<file path="src/hdl/gsst_pkg.sv">
package gsst_pkg;

    localparam int TIME_W  = 64;
    localparam int COUNT_W = 10;
    localparam int RAW_W   = 16;
    localparam int FINE_W  = 4;
    localparam int AXIS_W  = RAW_W + FINE_W;
    localparam int FACT_W  = 11;
    localparam int PROD_W  = 32;
    localparam int RATE_W  = 31;

    localparam int unsigned MAX_FRAMES  = 1023;
    localparam int          QUEUE_DEPTH = 2;

    localparam int S_TDATA_W = 136;
    localparam int M_TDATA_W = 168;

    localparam int S_TIME_LO  = 0;
    localparam int S_COUNT_LO = S_TIME_LO + TIME_W;
    localparam int S_GX_LO    = S_COUNT_LO + COUNT_W;
    localparam int S_GY_LO    = S_GX_LO + RAW_W;
    localparam int S_GZ_LO    = S_GY_LO + RAW_W;
    localparam int S_FX_LO    = S_GZ_LO + RAW_W;
    localparam int S_FY_LO    = S_FX_LO + FINE_W;
    localparam int S_FZ_LO    = S_FY_LO + FINE_W;
    localparam int S_USED_W   = S_FZ_LO + FINE_W;

    localparam int M_STAMP_LO = 0;
    localparam int M_RX_LO    = M_STAMP_LO + TIME_W;
    localparam int M_RY_LO    = M_RX_LO + RATE_W;
    localparam int M_RZ_LO    = M_RY_LO + RATE_W;
    localparam int M_COUNT_LO = M_RZ_LO + RATE_W;
    localparam int M_USED_W   = M_COUNT_LO + COUNT_W;

    localparam logic [1:0] CMD_ARM    = 2'd0;
    localparam logic [1:0] CMD_BATCH  = 2'd1;
    localparam logic [1:0] CMD_SAMPLE = 2'd2;

    localparam logic KIND_SAMPLE = 1'b0;
    localparam logic KIND_REPORT = 1'b1;

    localparam logic CFG_HIRES = 1'b0;
    localparam logic CFG_RANGE = 1'b1;

    localparam logic [1:0] RANGE_2000DPS = 2'd0;
    localparam logic [1:0] RANGE_1000DPS = 2'd1;
    localparam logic [1:0] RANGE_500DPS  = 2'd2;
    localparam logic [1:0] RANGE_250DPS  = 2'd3;

    localparam logic [FACT_W-1:0] FACTOR_2000DPS = 11'd1065;
    localparam logic [FACT_W-1:0] FACTOR_1000DPS = 11'd532;
    localparam logic [FACT_W-1:0] FACTOR_500DPS  = 11'd267;
    localparam logic [FACT_W-1:0] FACTOR_250DPS  = 11'd133;

    typedef enum logic [1:0] {
        OP_ARM,
        OP_BATCH,
        OP_SAMPLE
    } t_op;

    typedef enum logic [1:0] {
        BK_IDLE,
        BK_DIV,
        BK_REPORT
    } t_back_state;

    typedef struct packed {
        logic       hires_enable;
        logic [1:0] gyro_range;
    } t_cfg;

    typedef struct packed {
        t_op                      op;
        logic [TIME_W-1:0]        time_us;
        logic [COUNT_W-1:0]       count;
        logic signed [AXIS_W-1:0] axis_x;
        logic signed [AXIS_W-1:0] axis_y;
        logic signed [AXIS_W-1:0] axis_z;
    } t_item;

    function automatic logic [FACT_W-1:0] range_factor(input logic [1:0] sel);
        logic [FACT_W-1:0] f;
        unique case (sel)
            RANGE_2000DPS: f = FACTOR_2000DPS;
            RANGE_1000DPS: f = FACTOR_1000DPS;
            RANGE_500DPS:  f = FACTOR_500DPS;
            RANGE_250DPS:  f = FACTOR_250DPS;
            default:       f = FACTOR_2000DPS;
        endcase
        return f;
    endfunction

endpackage

</file>
<file path="src/hdl/gsst_front.sv">
module gsst_front
    import gsst_pkg::*;
(
    input  logic                 i_clk,
    input  logic                 i_rst_n,
    input  logic                 i_hires_enable,
    input  logic                 i_tvalid,
    output logic                 o_tready,
    input  logic [1:0]           i_tuser,
    input  logic [S_TDATA_W-1:0] i_tdata,
    output logic                 o_push,
    output t_item                o_item,
    input  logic                 i_q_ready
);

    logic  r_valid;
    t_item r_item;
    t_item n_item;
    logic  n_keep;
    logic  w_accept;

    function automatic logic signed [AXIS_W-1:0] join_axis(
        input logic [RAW_W-1:0]  raw,
        input logic [FINE_W-1:0] fine,
        input logic              hires
    );
        logic signed [AXIS_W-1:0] v;
        if (hires) begin
            v = {raw, fine};
        end else begin
            v = {{FINE_W{raw[RAW_W-1]}}, raw};
        end
        return v;
    endfunction

    always_comb begin
        n_item.time_us = i_tdata[S_TIME_LO +: TIME_W];
        n_item.count   = i_tdata[S_COUNT_LO +: COUNT_W];
        if (32'(n_item.count) > MAX_FRAMES) begin
            n_item.count = COUNT_W'(MAX_FRAMES);
        end
        n_item.axis_x = join_axis(i_tdata[S_GX_LO +: RAW_W], i_tdata[S_FX_LO +: FINE_W],
                                  i_hires_enable);
        n_item.axis_y = join_axis(i_tdata[S_GY_LO +: RAW_W], i_tdata[S_FY_LO +: FINE_W],
                                  i_hires_enable);
        n_item.axis_z = join_axis(i_tdata[S_GZ_LO +: RAW_W], i_tdata[S_FZ_LO +: FINE_W],
                                  i_hires_enable);
        n_item.op = OP_SAMPLE;
        n_keep    = 1'b0;
        unique case (i_tuser)
            CMD_ARM: begin
                n_item.op = OP_ARM;
                n_keep    = 1'b1;
            end
            CMD_BATCH: begin
                n_item.op = OP_BATCH;
                n_keep    = (n_item.count != '0);
            end
            CMD_SAMPLE: begin
                n_item.op = OP_SAMPLE;
                n_keep    = 1'b1;
            end
            default: begin
                n_keep = 1'b0;
            end
        endcase
    end

    assign o_tready = !r_valid || i_q_ready;
    assign w_accept = i_tvalid && o_tready;
    assign o_push   = r_valid;
    assign o_item   = r_item;

    always_ff @(posedge i_clk) begin
        if (!i_rst_n) begin
            r_valid <= 1'b0;
        end else if (w_accept) begin
            r_valid <= n_keep;
        end else if (i_q_ready) begin
            r_valid <= 1'b0;
        end
    end

    always_ff @(posedge i_clk) begin
        if (w_accept) begin
            r_item <= n_item;
        end
    end

endmodule

</file>
<file path="src/hdl/gsst_queue.sv">
module gsst_queue
    import gsst_pkg::*;
(
    input  logic  i_clk,
    input  logic  i_rst_n,
    input  logic  i_push,
    input  t_item i_item,
    output logic  o_ready,
    output logic  o_valid,
    output t_item o_item,
    input  logic  i_pop
);

    localparam int PTR_W = (QUEUE_DEPTH > 1) ? $clog2(QUEUE_DEPTH) : 1;
    localparam int CNT_W = $clog2(QUEUE_DEPTH + 1);
    localparam logic [PTR_W-1:0] LAST_PTR = PTR_W'(QUEUE_DEPTH - 1);

    t_item            r_mem [QUEUE_DEPTH];
    logic [PTR_W-1:0] r_wr_ptr;
    logic [PTR_W-1:0] r_rd_ptr;
    logic [CNT_W-1:0] r_count;
    logic             w_wr;
    logic             w_rd;

    assign o_ready = (r_count != CNT_W'(QUEUE_DEPTH));
    assign o_valid = (r_count != '0);
    assign o_item  = r_mem[r_rd_ptr];
    assign w_wr    = i_push && o_ready;
    assign w_rd    = i_pop && o_valid;

    always_ff @(posedge i_clk) begin
        if (!i_rst_n) begin
            r_wr_ptr <= '0;
            r_rd_ptr <= '0;
            r_count  <= '0;
        end else begin
            if (w_wr) begin
                r_wr_ptr <= (r_wr_ptr == LAST_PTR) ? '0 : r_wr_ptr + 1'b1;
            end
            if (w_rd) begin
                r_rd_ptr <= (r_rd_ptr == LAST_PTR) ? '0 : r_rd_ptr + 1'b1;
            end
            if (w_wr && !w_rd) begin
                r_count <= r_count + 1'b1;
            end else if (w_rd && !w_wr) begin
                r_count <= r_count - 1'b1;
            end
        end
    end

    always_ff @(posedge i_clk) begin
        if (w_wr) begin
            r_mem[r_wr_ptr] <= i_item;
        end
    end

endmodule

</file>
<file path="src/hdl/gsst_back.sv">
module gsst_back
    import gsst_pkg::*;
(
    input  logic                 i_clk,
    input  logic                 i_rst_n,
    input  logic [1:0]           i_gyro_range,
    input  logic                 i_q_valid,
    input  t_item                i_q_item,
    output logic                 o_q_pop,
    output logic                 o_tvalid,
    input  logic                 i_tready,
    output logic                 o_tuser,
    output logic [M_TDATA_W-1:0] o_tdata
);

    localparam int DIV_STEPS = TIME_W;
    localparam int DCNT_W    = $clog2(DIV_STEPS);
    localparam logic [DCNT_W-1:0] DIV_LAST = DCNT_W'(DIV_STEPS - 1);

    t_back_state r_state;
    t_back_state n_state;

    logic [TIME_W-1:0]  r_last_sync;
    logic [TIME_W-1:0]  r_batch_start;
    logic [TIME_W-1:0]  r_step;
    logic [TIME_W-1:0]  r_running;
    logic               r_fresh;
    logic               r_first_seen;
    logic               r_deliver;

    logic [COUNT_W-1:0] r_rep_count;
    logic [COUNT_W-1:0] r_den;
    logic [COUNT_W-1:0] r_rem;
    logic [TIME_W-1:0]  r_quo;
    logic [DCNT_W-1:0]  r_dcnt;
    logic [COUNT_W:0]   w_trial;
    logic               w_fit;
    logic [COUNT_W-1:0] n_rem;
    logic [TIME_W-1:0]  n_quo;

    logic               r_out_valid;
    logic               r_out_kind;
    logic [TIME_W-1:0]  r_out_stamp;
    logic [RATE_W-1:0]  r_out_rx;
    logic [RATE_W-1:0]  r_out_ry;
    logic [RATE_W-1:0]  r_out_rz;
    logic [COUNT_W-1:0] r_out_count;

    logic               w_out_free;
    logic               w_pop;
    logic               w_load;
    logic               w_load_report;
    logic [TIME_W-1:0]  n_running;
    logic [FACT_W-1:0]  w_factor;
    logic signed [PROD_W-1:0] w_px;
    logic signed [PROD_W-1:0] w_py;
    logic signed [PROD_W-1:0] w_pz;

    assign w_out_free = !r_out_valid || i_tready;
    assign n_running  = r_fresh ? r_batch_start : r_running + r_step;
    assign w_factor   = range_factor(i_gyro_range);
    assign w_px = $signed(i_q_item.axis_x) * $signed({1'b0, w_factor});
    assign w_py = $signed(i_q_item.axis_y) * $signed({1'b0, w_factor});
    assign w_pz = $signed(i_q_item.axis_z) * $signed({1'b0, w_factor});

    assign w_trial = {r_rem, r_quo[TIME_W-1]};
    assign w_fit   = (w_trial >= {1'b0, r_den});
    assign n_rem   = w_fit ? COUNT_W'(w_trial - {1'b0, r_den}) : w_trial[COUNT_W-1:0];
    assign n_quo   = {r_quo[TIME_W-2:0], w_fit};

    always_comb begin
        n_state       = r_state;
        w_pop         = 1'b0;
        w_load        = 1'b0;
        w_load_report = 1'b0;
        unique case (r_state)
            BK_IDLE: begin
                if (i_q_valid) begin
                    unique case (i_q_item.op)
                        OP_ARM: begin
                            w_pop = 1'b1;
                        end
                        OP_BATCH: begin
                            w_pop   = 1'b1;
                            n_state = BK_DIV;
                        end
                        OP_SAMPLE: begin
                            if (!r_deliver || w_out_free) begin
                                w_pop  = 1'b1;
                                w_load = r_deliver;
                            end
                        end
                        default: begin
                            w_pop = 1'b1;
                        end
                    endcase
                end
            end
            BK_DIV: begin
                if (r_dcnt == DIV_LAST) begin
                    n_state = BK_REPORT;
                end
            end
            BK_REPORT: begin
                if (w_out_free) begin
                    w_load        = 1'b1;
                    w_load_report = 1'b1;
                    n_state       = BK_IDLE;
                end
            end
            default: begin
                n_state = BK_IDLE;
            end
        endcase
    end

    assign o_q_pop = w_pop;

    always_ff @(posedge i_clk) begin
        if (!i_rst_n) begin
            r_state       <= BK_IDLE;
            r_last_sync   <= '0;
            r_batch_start <= '0;
            r_step        <= '0;
            r_running     <= '0;
            r_fresh       <= 1'b0;
            r_first_seen  <= 1'b0;
            r_deliver     <= 1'b0;
            r_out_valid   <= 1'b0;
        end else begin
            r_state <= n_state;
            if (w_pop) begin
                unique case (i_q_item.op)
                    OP_ARM: begin
                        r_last_sync   <= i_q_item.time_us;
                        r_batch_start <= i_q_item.time_us;
                        r_fresh       <= 1'b1;
                    end
                    OP_BATCH: begin
                        r_batch_start <= r_last_sync;
                        r_last_sync   <= i_q_item.time_us;
                        r_fresh       <= 1'b1;
                        r_deliver     <= r_first_seen;
                        r_first_seen  <= 1'b1;
                    end
                    OP_SAMPLE: begin
                        r_running <= n_running;
                        r_fresh   <= 1'b0;
                    end
                    default: begin
                        r_fresh <= r_fresh;
                    end
                endcase
            end
            if (w_load_report) begin
                r_step <= r_quo;
            end
            if (w_load) begin
                r_out_valid <= 1'b1;
            end else if (i_tready) begin
                r_out_valid <= 1'b0;
            end
        end
    end

    always_ff @(posedge i_clk) begin
        if (w_pop && i_q_item.op == OP_BATCH) begin
            r_rep_count <= r_first_seen ? i_q_item.count : '0;
            r_den       <= i_q_item.count;
            r_rem       <= '0;
            r_quo       <= i_q_item.time_us - r_last_sync;
            r_dcnt      <= '0;
        end else if (r_state == BK_DIV) begin
            r_rem  <= n_rem;
            r_quo  <= n_quo;
            r_dcnt <= r_dcnt + 1'b1;
        end
        if (w_load) begin
            if (w_load_report) begin
                r_out_kind  <= KIND_REPORT;
                r_out_stamp <= '0;
                r_out_rx    <= '0;
                r_out_ry    <= '0;
                r_out_rz    <= '0;
                r_out_count <= r_rep_count;
            end else begin
                r_out_kind  <= KIND_SAMPLE;
                r_out_stamp <= n_running;
                r_out_rx    <= w_px[RATE_W-1:0];
                r_out_ry    <= w_py[RATE_W-1:0];
                r_out_rz    <= w_pz[RATE_W-1:0];
                r_out_count <= '0;
            end
        end
    end

    assign o_tvalid = r_out_valid;
    assign o_tuser  = r_out_kind;
    assign o_tdata  = {(M_TDATA_W - M_USED_W)'(0), r_out_count, r_out_rz, r_out_ry,
                       r_out_rx, r_out_stamp};

endmodule

</file>
<file path="src/hdl/gyro_sample_scale_timestamp.sv">
// Gyroscope frame scaler and timestamper.
// Input words arrive on the s_axis group: tuser carries the command (arm, batch
// sync, sample), tdata the time, frame count, raw axes and fine bits. Result
// words leave on the m_axis group: tuser is the kind (sample or batch report),
// tdata the stamp, three rates in urad/s (hires: 1/16 urad/s), reported count.
// Configuration is written through i_cfg_wen/i_cfg_addr/i_cfg_data while idle:
// address 0 enables high-resolution axes, address 1 selects the full scale.
// A word passes a front register, a two-entry queue and the back end's result
// register in that order. The back end pops arm and sample words while idle,
// a sample to be delivered waiting for a free result register. A batch word
// holds the back end while the bit-serial 64-bit divider forms the per-frame
// step and the report goes out; the queue takes words meanwhile until full.
// Synchronous reset clears all timing state and the configuration; frames of
// the first batch after reset are dropped and that batch reports a count of 0.
// When the receiver stalls, the result register holds its word, the back end
// waits, and the queue and front fill until s_axis tready falls.
module gyro_sample_scale_timestamp
    import gsst_pkg::*;
(
    input  logic                 i_clk,
    input  logic                 i_rst_n,
    input  logic                 i_cfg_wen,
    input  logic                 i_cfg_addr,
    input  logic [1:0]           i_cfg_data,
    input  logic                 s_axis_tvalid,
    output logic                 s_axis_tready,
    // cmd
    input  logic [1:0]           s_axis_tuser,
    // time_us, frame_count, gyro_x, gyro_y, gyro_z, fine_x, fine_y, fine_z
    input  logic [S_TDATA_W-1:0] s_axis_tdata,
    output logic                 m_axis_tvalid,
    input  logic                 m_axis_tready,
    // kind
    output logic                 m_axis_tuser,
    // stamp, rate_x, rate_y, rate_z, reported_count
    output logic [M_TDATA_W-1:0] m_axis_tdata
);

    t_cfg  r_cfg;
    logic  w_push;
    t_item w_push_item;
    logic  w_q_ready;
    logic  w_q_valid;
    t_item w_q_item;
    logic  w_q_pop;

    always_ff @(posedge i_clk) begin
        if (!i_rst_n) begin
            r_cfg <= '0;
        end else if (i_cfg_wen) begin
            unique case (i_cfg_addr)
                CFG_HIRES: r_cfg.hires_enable <= i_cfg_data[0];
                CFG_RANGE: r_cfg.gyro_range   <= i_cfg_data;
                default:   r_cfg              <= r_cfg;
            endcase
        end
    end

    gsst_front u_front (
        .i_clk          (i_clk),
        .i_rst_n        (i_rst_n),
        .i_hires_enable (r_cfg.hires_enable),
        .i_tvalid       (s_axis_tvalid),
        .o_tready       (s_axis_tready),
        .i_tuser        (s_axis_tuser),
        .i_tdata        (s_axis_tdata),
        .o_push         (w_push),
        .o_item         (w_push_item),
        .i_q_ready      (w_q_ready)
    );

    gsst_queue u_queue (
        .i_clk   (i_clk),
        .i_rst_n (i_rst_n),
        .i_push  (w_push),
        .i_item  (w_push_item),
        .o_ready (w_q_ready),
        .o_valid (w_q_valid),
        .o_item  (w_q_item),
        .i_pop   (w_q_pop)
    );

    gsst_back u_back (
        .i_clk        (i_clk),
        .i_rst_n      (i_rst_n),
        .i_gyro_range (r_cfg.gyro_range),
        .i_q_valid    (w_q_valid),
        .i_q_item     (w_q_item),
        .o_q_pop      (w_q_pop),
        .o_tvalid     (m_axis_tvalid),
        .i_tready     (m_axis_tready),
        .o_tuser      (m_axis_tuser),
        .o_tdata      (m_axis_tdata)
    );

`ifndef SYNTHESIS
    a_reset_clears_out: assert property (@(posedge i_clk)
        !i_rst_n |=> !m_axis_tvalid)
        else $error("result word valid right after reset");

    a_sample_no_count: assert property (@(posedge i_clk) disable iff (!i_rst_n)
        (m_axis_tvalid && m_axis_tuser == KIND_SAMPLE)
            |-> (m_axis_tdata[M_COUNT_LO +: COUNT_W] == '0))
        else $error("sample word carries a count");

    a_report_clean: assert property (@(posedge i_clk) disable iff (!i_rst_n)
        (m_axis_tvalid && m_axis_tuser == KIND_REPORT)
            |-> (m_axis_tdata[M_STAMP_LO +: TIME_W] == '0
                 && 32'(m_axis_tdata[M_COUNT_LO +: COUNT_W]) <= MAX_FRAMES))
        else $error("batch report carries a stamp or an oversized count");

    a_pop_needs_data: assert property (@(posedge i_clk) disable iff (!i_rst_n)
        w_q_pop |-> w_q_valid)
        else $error("back end popped an empty queue");
`endif

endmodule
</file>
<file path="config.mk">
export PLATFORM = sky130hd
export DESIGN_NAME = gyro_sample_scale_timestamp
export DESIGN_NICKNAME = d
export VERILOG_FILES = /design/src/hdl/gsst_pkg.sv /design/src/hdl/gsst_front.sv /design/src/hdl/gsst_queue.sv /design/src/hdl/gsst_back.sv /design/src/hdl/gyro_sample_scale_timestamp.sv
export SDC_FILE = /design/constraint.sdc
export NUM_CORES = 2
export LEC_CHECK = 0
export ABC_AREA = 1
export BUFFER_PORTS_ARGS = -buffer_cell sky130_fd_sc_hd__buf_2
export CAP_MARGIN = 10
export CORE_ASPECT_RATIO = 0.6
export CORE_MARGIN = 4
export CORE_UTILIZATION = 63
export CTS_CLUSTER_SIZE = 40
export DETAILED_ROUTE_END_ITERATION = 10
export PLACE_DENSITY = 0.91
export SYNTH_ARGS = -nofsm -noshare
export SYNTH_HDL_FRONTEND = slang
export SYNTH_HIERARCHICAL = 1
export SYNTH_SLANG_ARGS = --single-unit
</file>
<file path="constraint.sdc">
create_clock -name i_clk -period 18.2 [get_ports i_clk]
set_input_delay 0.91 -clock i_clk [delete_from_list [all_inputs] [get_ports i_clk]]
set_output_delay 0.91 -clock i_clk [all_outputs]
set_load 0.01 [all_outputs]
</file>
-- Yosys cells after proc, flatten, opt, wreduce, memory -nomap -nowiden
Memory sizes are Yosys's and may differ from the RTL's. A register that Yosys moved wholly into a read port is not among the register bits.
Cells that the tools add are included.
- add/subtract/negate cells: 8
- $mul: 3
- magnitude comparators: 1
- equal/unequal tests: 15
- muxes and demuxes: 40
- bitwise logic cells: 1
- reductions and logical operators: 36
- operators with widths (cell ; number):
    two-way mux 64 bit ; 3
    one-hot mux 64 bit (2 select lines) ; 1
    multiplier 20 x 12 -> 31 bit ; 3
    adder 64 bit ; 1
    subtractor 64 bit ; 1
    two-way mux 19 bit ; 3
    one-hot mux 11 bit (4 select lines) ; 1
    two-way mux 1 bit ; 20
    AND reduction 2 bit ; 7
    nonzero test 2 bit ; 7
    two-way mux 2 bit ; 6
    >= comparator 11 x 10 -> 1 bit ; 1
    equality test 2 bit (second input constant) ; 5
    two-way mux 10 bit ; 1
    nonzero test 10 bit ; 1
    subtractor 10 bit ; 1
    equality test 2 x 1 -> 1 bit (second input constant) ; 4
    logical NOT 2 bit ; 4
    adder 6 x 1 -> 6 bit (second input constant) ; 1
    equality test 6 bit (second input constant) ; 1
    logical AND 1 bit ; 6
    inequality test 2 x 1 -> 1 bit (second input constant) ; 3
    one-hot mux 1 bit (2 select lines) ; 3
    one-hot mux 2 bit (3 select lines) ; 1
    other kinds (10) ; 19
- register bits after elaboration: 674
- bits in writable memories: 272
- input bits: 146
- logic and storage cells: 137
- memories: 1
- memory list (memory ; words ; bits a word ; rd ports ; clocked after Yosys merged registers in ; wr ports ; line ; text):
    u_queue.r_mem ; 2 ; 136 ; 1 ; 1 ; 1 ; gsst_queue.sv:18 ; t_item r_mem [QUEUE_DEPTH];

-- Logic depth before layout (Yosys ltp)
- depth after elaboration: 11
- gate-level depth with buffers: 27

-- By module
Netlist, hierarchy kept.
- modules (own cells, without submodules) (module ; times used ; cells each ; area each (um2) ; seq. area each (um2)):
    gsst_back ; 1 ; 7299 ; 53397.5 ; 13132.6
    gsst_queue ; 1 ; 460 ; 10202.3 ; 8267.9
    gsst_front ; 1 ; 305 ; 4862.2 ; 4103.9
    gyro_sample_scale_timestamp ; 1 ; 16 ; 116.4 ; 60.1

-- Worst setup path before layout
No wires, ideal clock.
- path kind: flip-flop to flip-flop
- start point: reg with a tool-made name
- end point: reg u_back.r_out_kind (netlist: u_back/o_tuser), enable pin
- data arrival time: 13.603 ns
- slack: 3.654 ns
- cell stages (with the launch flop): 8
- path buffers: 3
- period minus slack after synthesis: 14.546 ns
- path through: dfxtp_1 > buf_6 > buf_2 > mux2_2 > buf_2 > nor2_1 > nand3_1 > o31ai_1
- RTL lines (what ; line ; text):
    end signal: assignment ; gsst_back.sv:180 ; r_out_kind <= KIND_REPORT;
    end signal: assignment ; gsst_back.sv:187 ; r_out_kind <= KIND_SAMPLE;
    end: declaration ; gsst_back.sv:42 ; logic r_out_kind;

==> results.cfg <==
[status]
status = finished with violations
violations = max-capacitance violations

[placed_design]
routabilityCongestion = 1.03
dp_hpwl_um = 176000
dp_cells = 9648
placed_area_um2 = 71300
io_buffers = 313

[timing]
relSlewSlack_pct = 1.36
drv_slew = 0
hold_viol_final = 0
finalWorstPathRequiredPeriod_ps = 7540
setup_tns_ps = 0
fin_crit_sh_pct = 41.4
skew_ps = 53.6
tightest_slew_ps = 1470
finalSetupViolCount = 0
max_clock_freq_ghz = 0.133
rsz0062_at_grt = no

[synth]
avgSynthCellArea_um2 = 8.49
yosysSeqAreaShare_pct = 37.3
synth_cell_types = 56
synth.area.mux_share_pct = 2.45
ys_async_sr_fraction_pct = 0
synth-simple-area-share_pct = 17.9
synth_xor_area_share_pct = 0.932
synth_edf_count = 660
synth_seq_cells = 947
ys.flop_type = edfxtp_1
synthCells = 8080
synth_compound_area_share_pct = 8.57
synth_top_family_by_area = adder cells
synthAdderAreaFrac_pct = 22.1
netlist_area_um2 = 68600
yosys_warnings = 6

[route]
drc = 0
ant_nets = 0
first_pass_iters = 9
wl_per_cell_um = 22.7
vias = 57400
avgViaCountPerCell = 5.84
finalWirelength_um = 223000
drt_iter0_markers = 8245

[clocking]
insertion_delay_ps = 730
cts_tree = yes
cts_root_buffer = clkbuf_16
cts_made_buffers = 87
cts_buffer_depth = 3
cts_resized = 0
postCtsSetupRepairBufs = 0
htreeDepth = 3
clock_sinks = 947
clkTransAtPathRegs_ps = 70
hold_buffers = 0

[grt]
grt_pass1_vias = 53700
grt_use_total_pct = 38.7
grt_start_max_net_pins = 159
grt_pass1_wl_um = 330000
grt_overflow = 0
antenna_found_initial = 17

[cells_and_area]
fillers = 8369
synthToLayoutAreaGrowth_pct = 8.39
mostFrequentLayoutCells = 1679 x inv_1, 1672 x nand2_1, 1013 x nor2_1
drive_above_1_share_pct = 8.78
final_common_cell = inv_1
seq_area_um2 = 25600
nNetsFinal = 9370
stdcell_count = 9824
multi_input_area_um2 = 35700
design_area_um2 = 74300

[floorplanning]
initial_core_util_pct = 63.7
row_count = 93
ios = 317
die_area_um2 = 114000
die_h_um = 264
fp.dieW_um = 434
core_um2 = 108000

[critical_path]
critPathKind = flop to flop
cp_common_cell = inv_1
cp_max_fo = 58
cp_num_buf_inv = 7
cp_top_family = adder cells
crit_required_ps = 18650
slowest_delay_ps = 780
cp-start-kind = flop
endpoint_kind = flop
arrival_ps = 7990
cpMaxStageDelayCell = buf_4
path_cells = buf_4 -> mux2_2 -> inv_1 -> nor2_1 -> fa_1 -> inv_1 -> fa_1 -> inv_1 -> fa_1 -> fa_1 -> inv_1 -> fa_1 -> inv_1 -> ha_1 -> nand2_1 -> nor2_1 -> nand2_1 -> inv_1 -> nand4_1 -> nand3_1 -> a21oi_1 -> o21ai_0 -> a21oi_1

[worst_hold_path]
min-delay-path-class = input pin to flop

[job]
drv_cap = 1
-- worst paths after layout --
kind / from / endpoint / slack [ps] / cells past startpoint
setup reg to reg: flop / u_back/r_out_rx[29]$_SDFFCE_PP0P_ / 10660 / 23
setup / recovery: flop / u_back/r_out_rx[29]$_SDFFCE_PP0P_ / 10660 / 23
hold / removal: s_axis_tdata[57] / u_front/o_item[127]$_DFFE_PP_ / 340 / 1
hold reg to reg: u_front/o_item[122]$_DFFE_PP_ / u_queue/r_mem[0][122]$_DFFE_PP_ / 430 / 0
-- metal layers --
layer  vias up  track usage (%)  share of wire (%)
met5         -            0.757              0.090
met4        14             6.40                1.8
met3       317             19.3                 19
met2      3825             47.0                 36
met1     27400             61.1                 43
li1      25900                -                  -
-- sequential cells by signal (all words and copies together), names as in the netlist, 10 cells and up, named ones only --
name / flops
u_back/r_out_ry: 31
u_back/r_out_stamp: 64
u_back/r_step: 64
u_back/r_out_count: 10
u_back/r_last_sync: 64
u_front/o_item: 136
u_back/r_rep_count: 10
u_back/r_running: 64
u_queue/r_mem: 272
u_back/r_batch_start: 64
u_back/r_den: 10
u_back/r_out_rx: 31
u_back/r_out_rz: 31
u_back/r_quo: 64
u_back/r_rem: 10
-- per-stage QoR --
stage	hold slack [ps]	worst slack, ps	utilization [%]
detailed placement	430	10980	66.3
global route	319	10480	69.0
CTS	309	10940	69.0
finish	339	10660	69.1
floorplan	421	3650	-
global placement	422	11030	66.3
-- area by class of cell --
cell class	count	share of cell area [%]
Clock buffer	112	3.11
Antenna cell	6	0.0202
Timing Repair Buffer	360	2.62
Clock inverter	52	0.838
Tap cell	1425	2.40
Multi-Input combinational cell	5228	48.0
Sequential cell	947	34.4
Inverter	1694	8.57
-- cell families after synthesis --
| kind of cell | count (synthesis) |
|---|---|
| buf+inv | 1908 |
| mux | 136 |
| simple gates | 3092 |
| flops | 947 |
| fa+ha+maj | 906 |
| xor+xnor | 73 |
| compound gates | 1017 |
| other cells | 1 |
-- cells in the mapped netlist (3+ instances only) --
library cell | instances | share of area (%)
nand3_1 | 257 | 1.9
edfxtp_1 | 660 | 29
xnor2_1 | 34 | 0.43
o21ai_0 | 363 | 2.6
nor2_2 | 6 | 0.055
nand2_2 | 7 | 0.064
nand4_1 | 33 | 0.30
and2_1 | 4 | 0.036
o22ai_1 | 3 | 0.027
buf_6 | 19 | 0.31
clkbuf_1 | 130 | 0.71
a221oi_1 | 3 | 0.038
mux2_4 | 40 | 0.88
nor3_2 | 3 | 0.044
ha_1 | 399 | 7.3
o31ai_1 | 3 | 0.033
a21oi_1 | 358 | 2.6
a211oi_1 | 36 | 0.39
nand3b_1 | 18 | 0.20
a211oi_2 | 54 | 0.99
inv_2 | 9 | 0.049
nand2_1 | 1674 | 9.2
nor3_1 | 47 | 0.34
buf_1 | 15 | 0.082
o21a_1 | 12 | 0.13
a21boi_0 | 7 | 0.077
dfxtp_1 | 287 | 8.4
o211ai_1 | 12 | 0.13
a31oi_1 | 36 | 0.33
a21o_1 | 18 | 0.20
buf_2 | 41 | 0.30
inv_1 | 1683 | 9.2
o21ai_1 | 75 | 0.55
xor2_1 | 39 | 0.50
fa_1 | 507 | 15
nor4_1 | 10 | 0.091
nor2_1 | 1016 | 5.6
mux2_2 | 96 | 1.6
o21bai_1 | 30 | 0.33
buf_4 | 7 | 0.077
or2_2 | 9 | 0.082
Power is left out: the tool's default activity adds up to more than one toggle a clock period on the data nets, which glitch-free logic cannot reach.
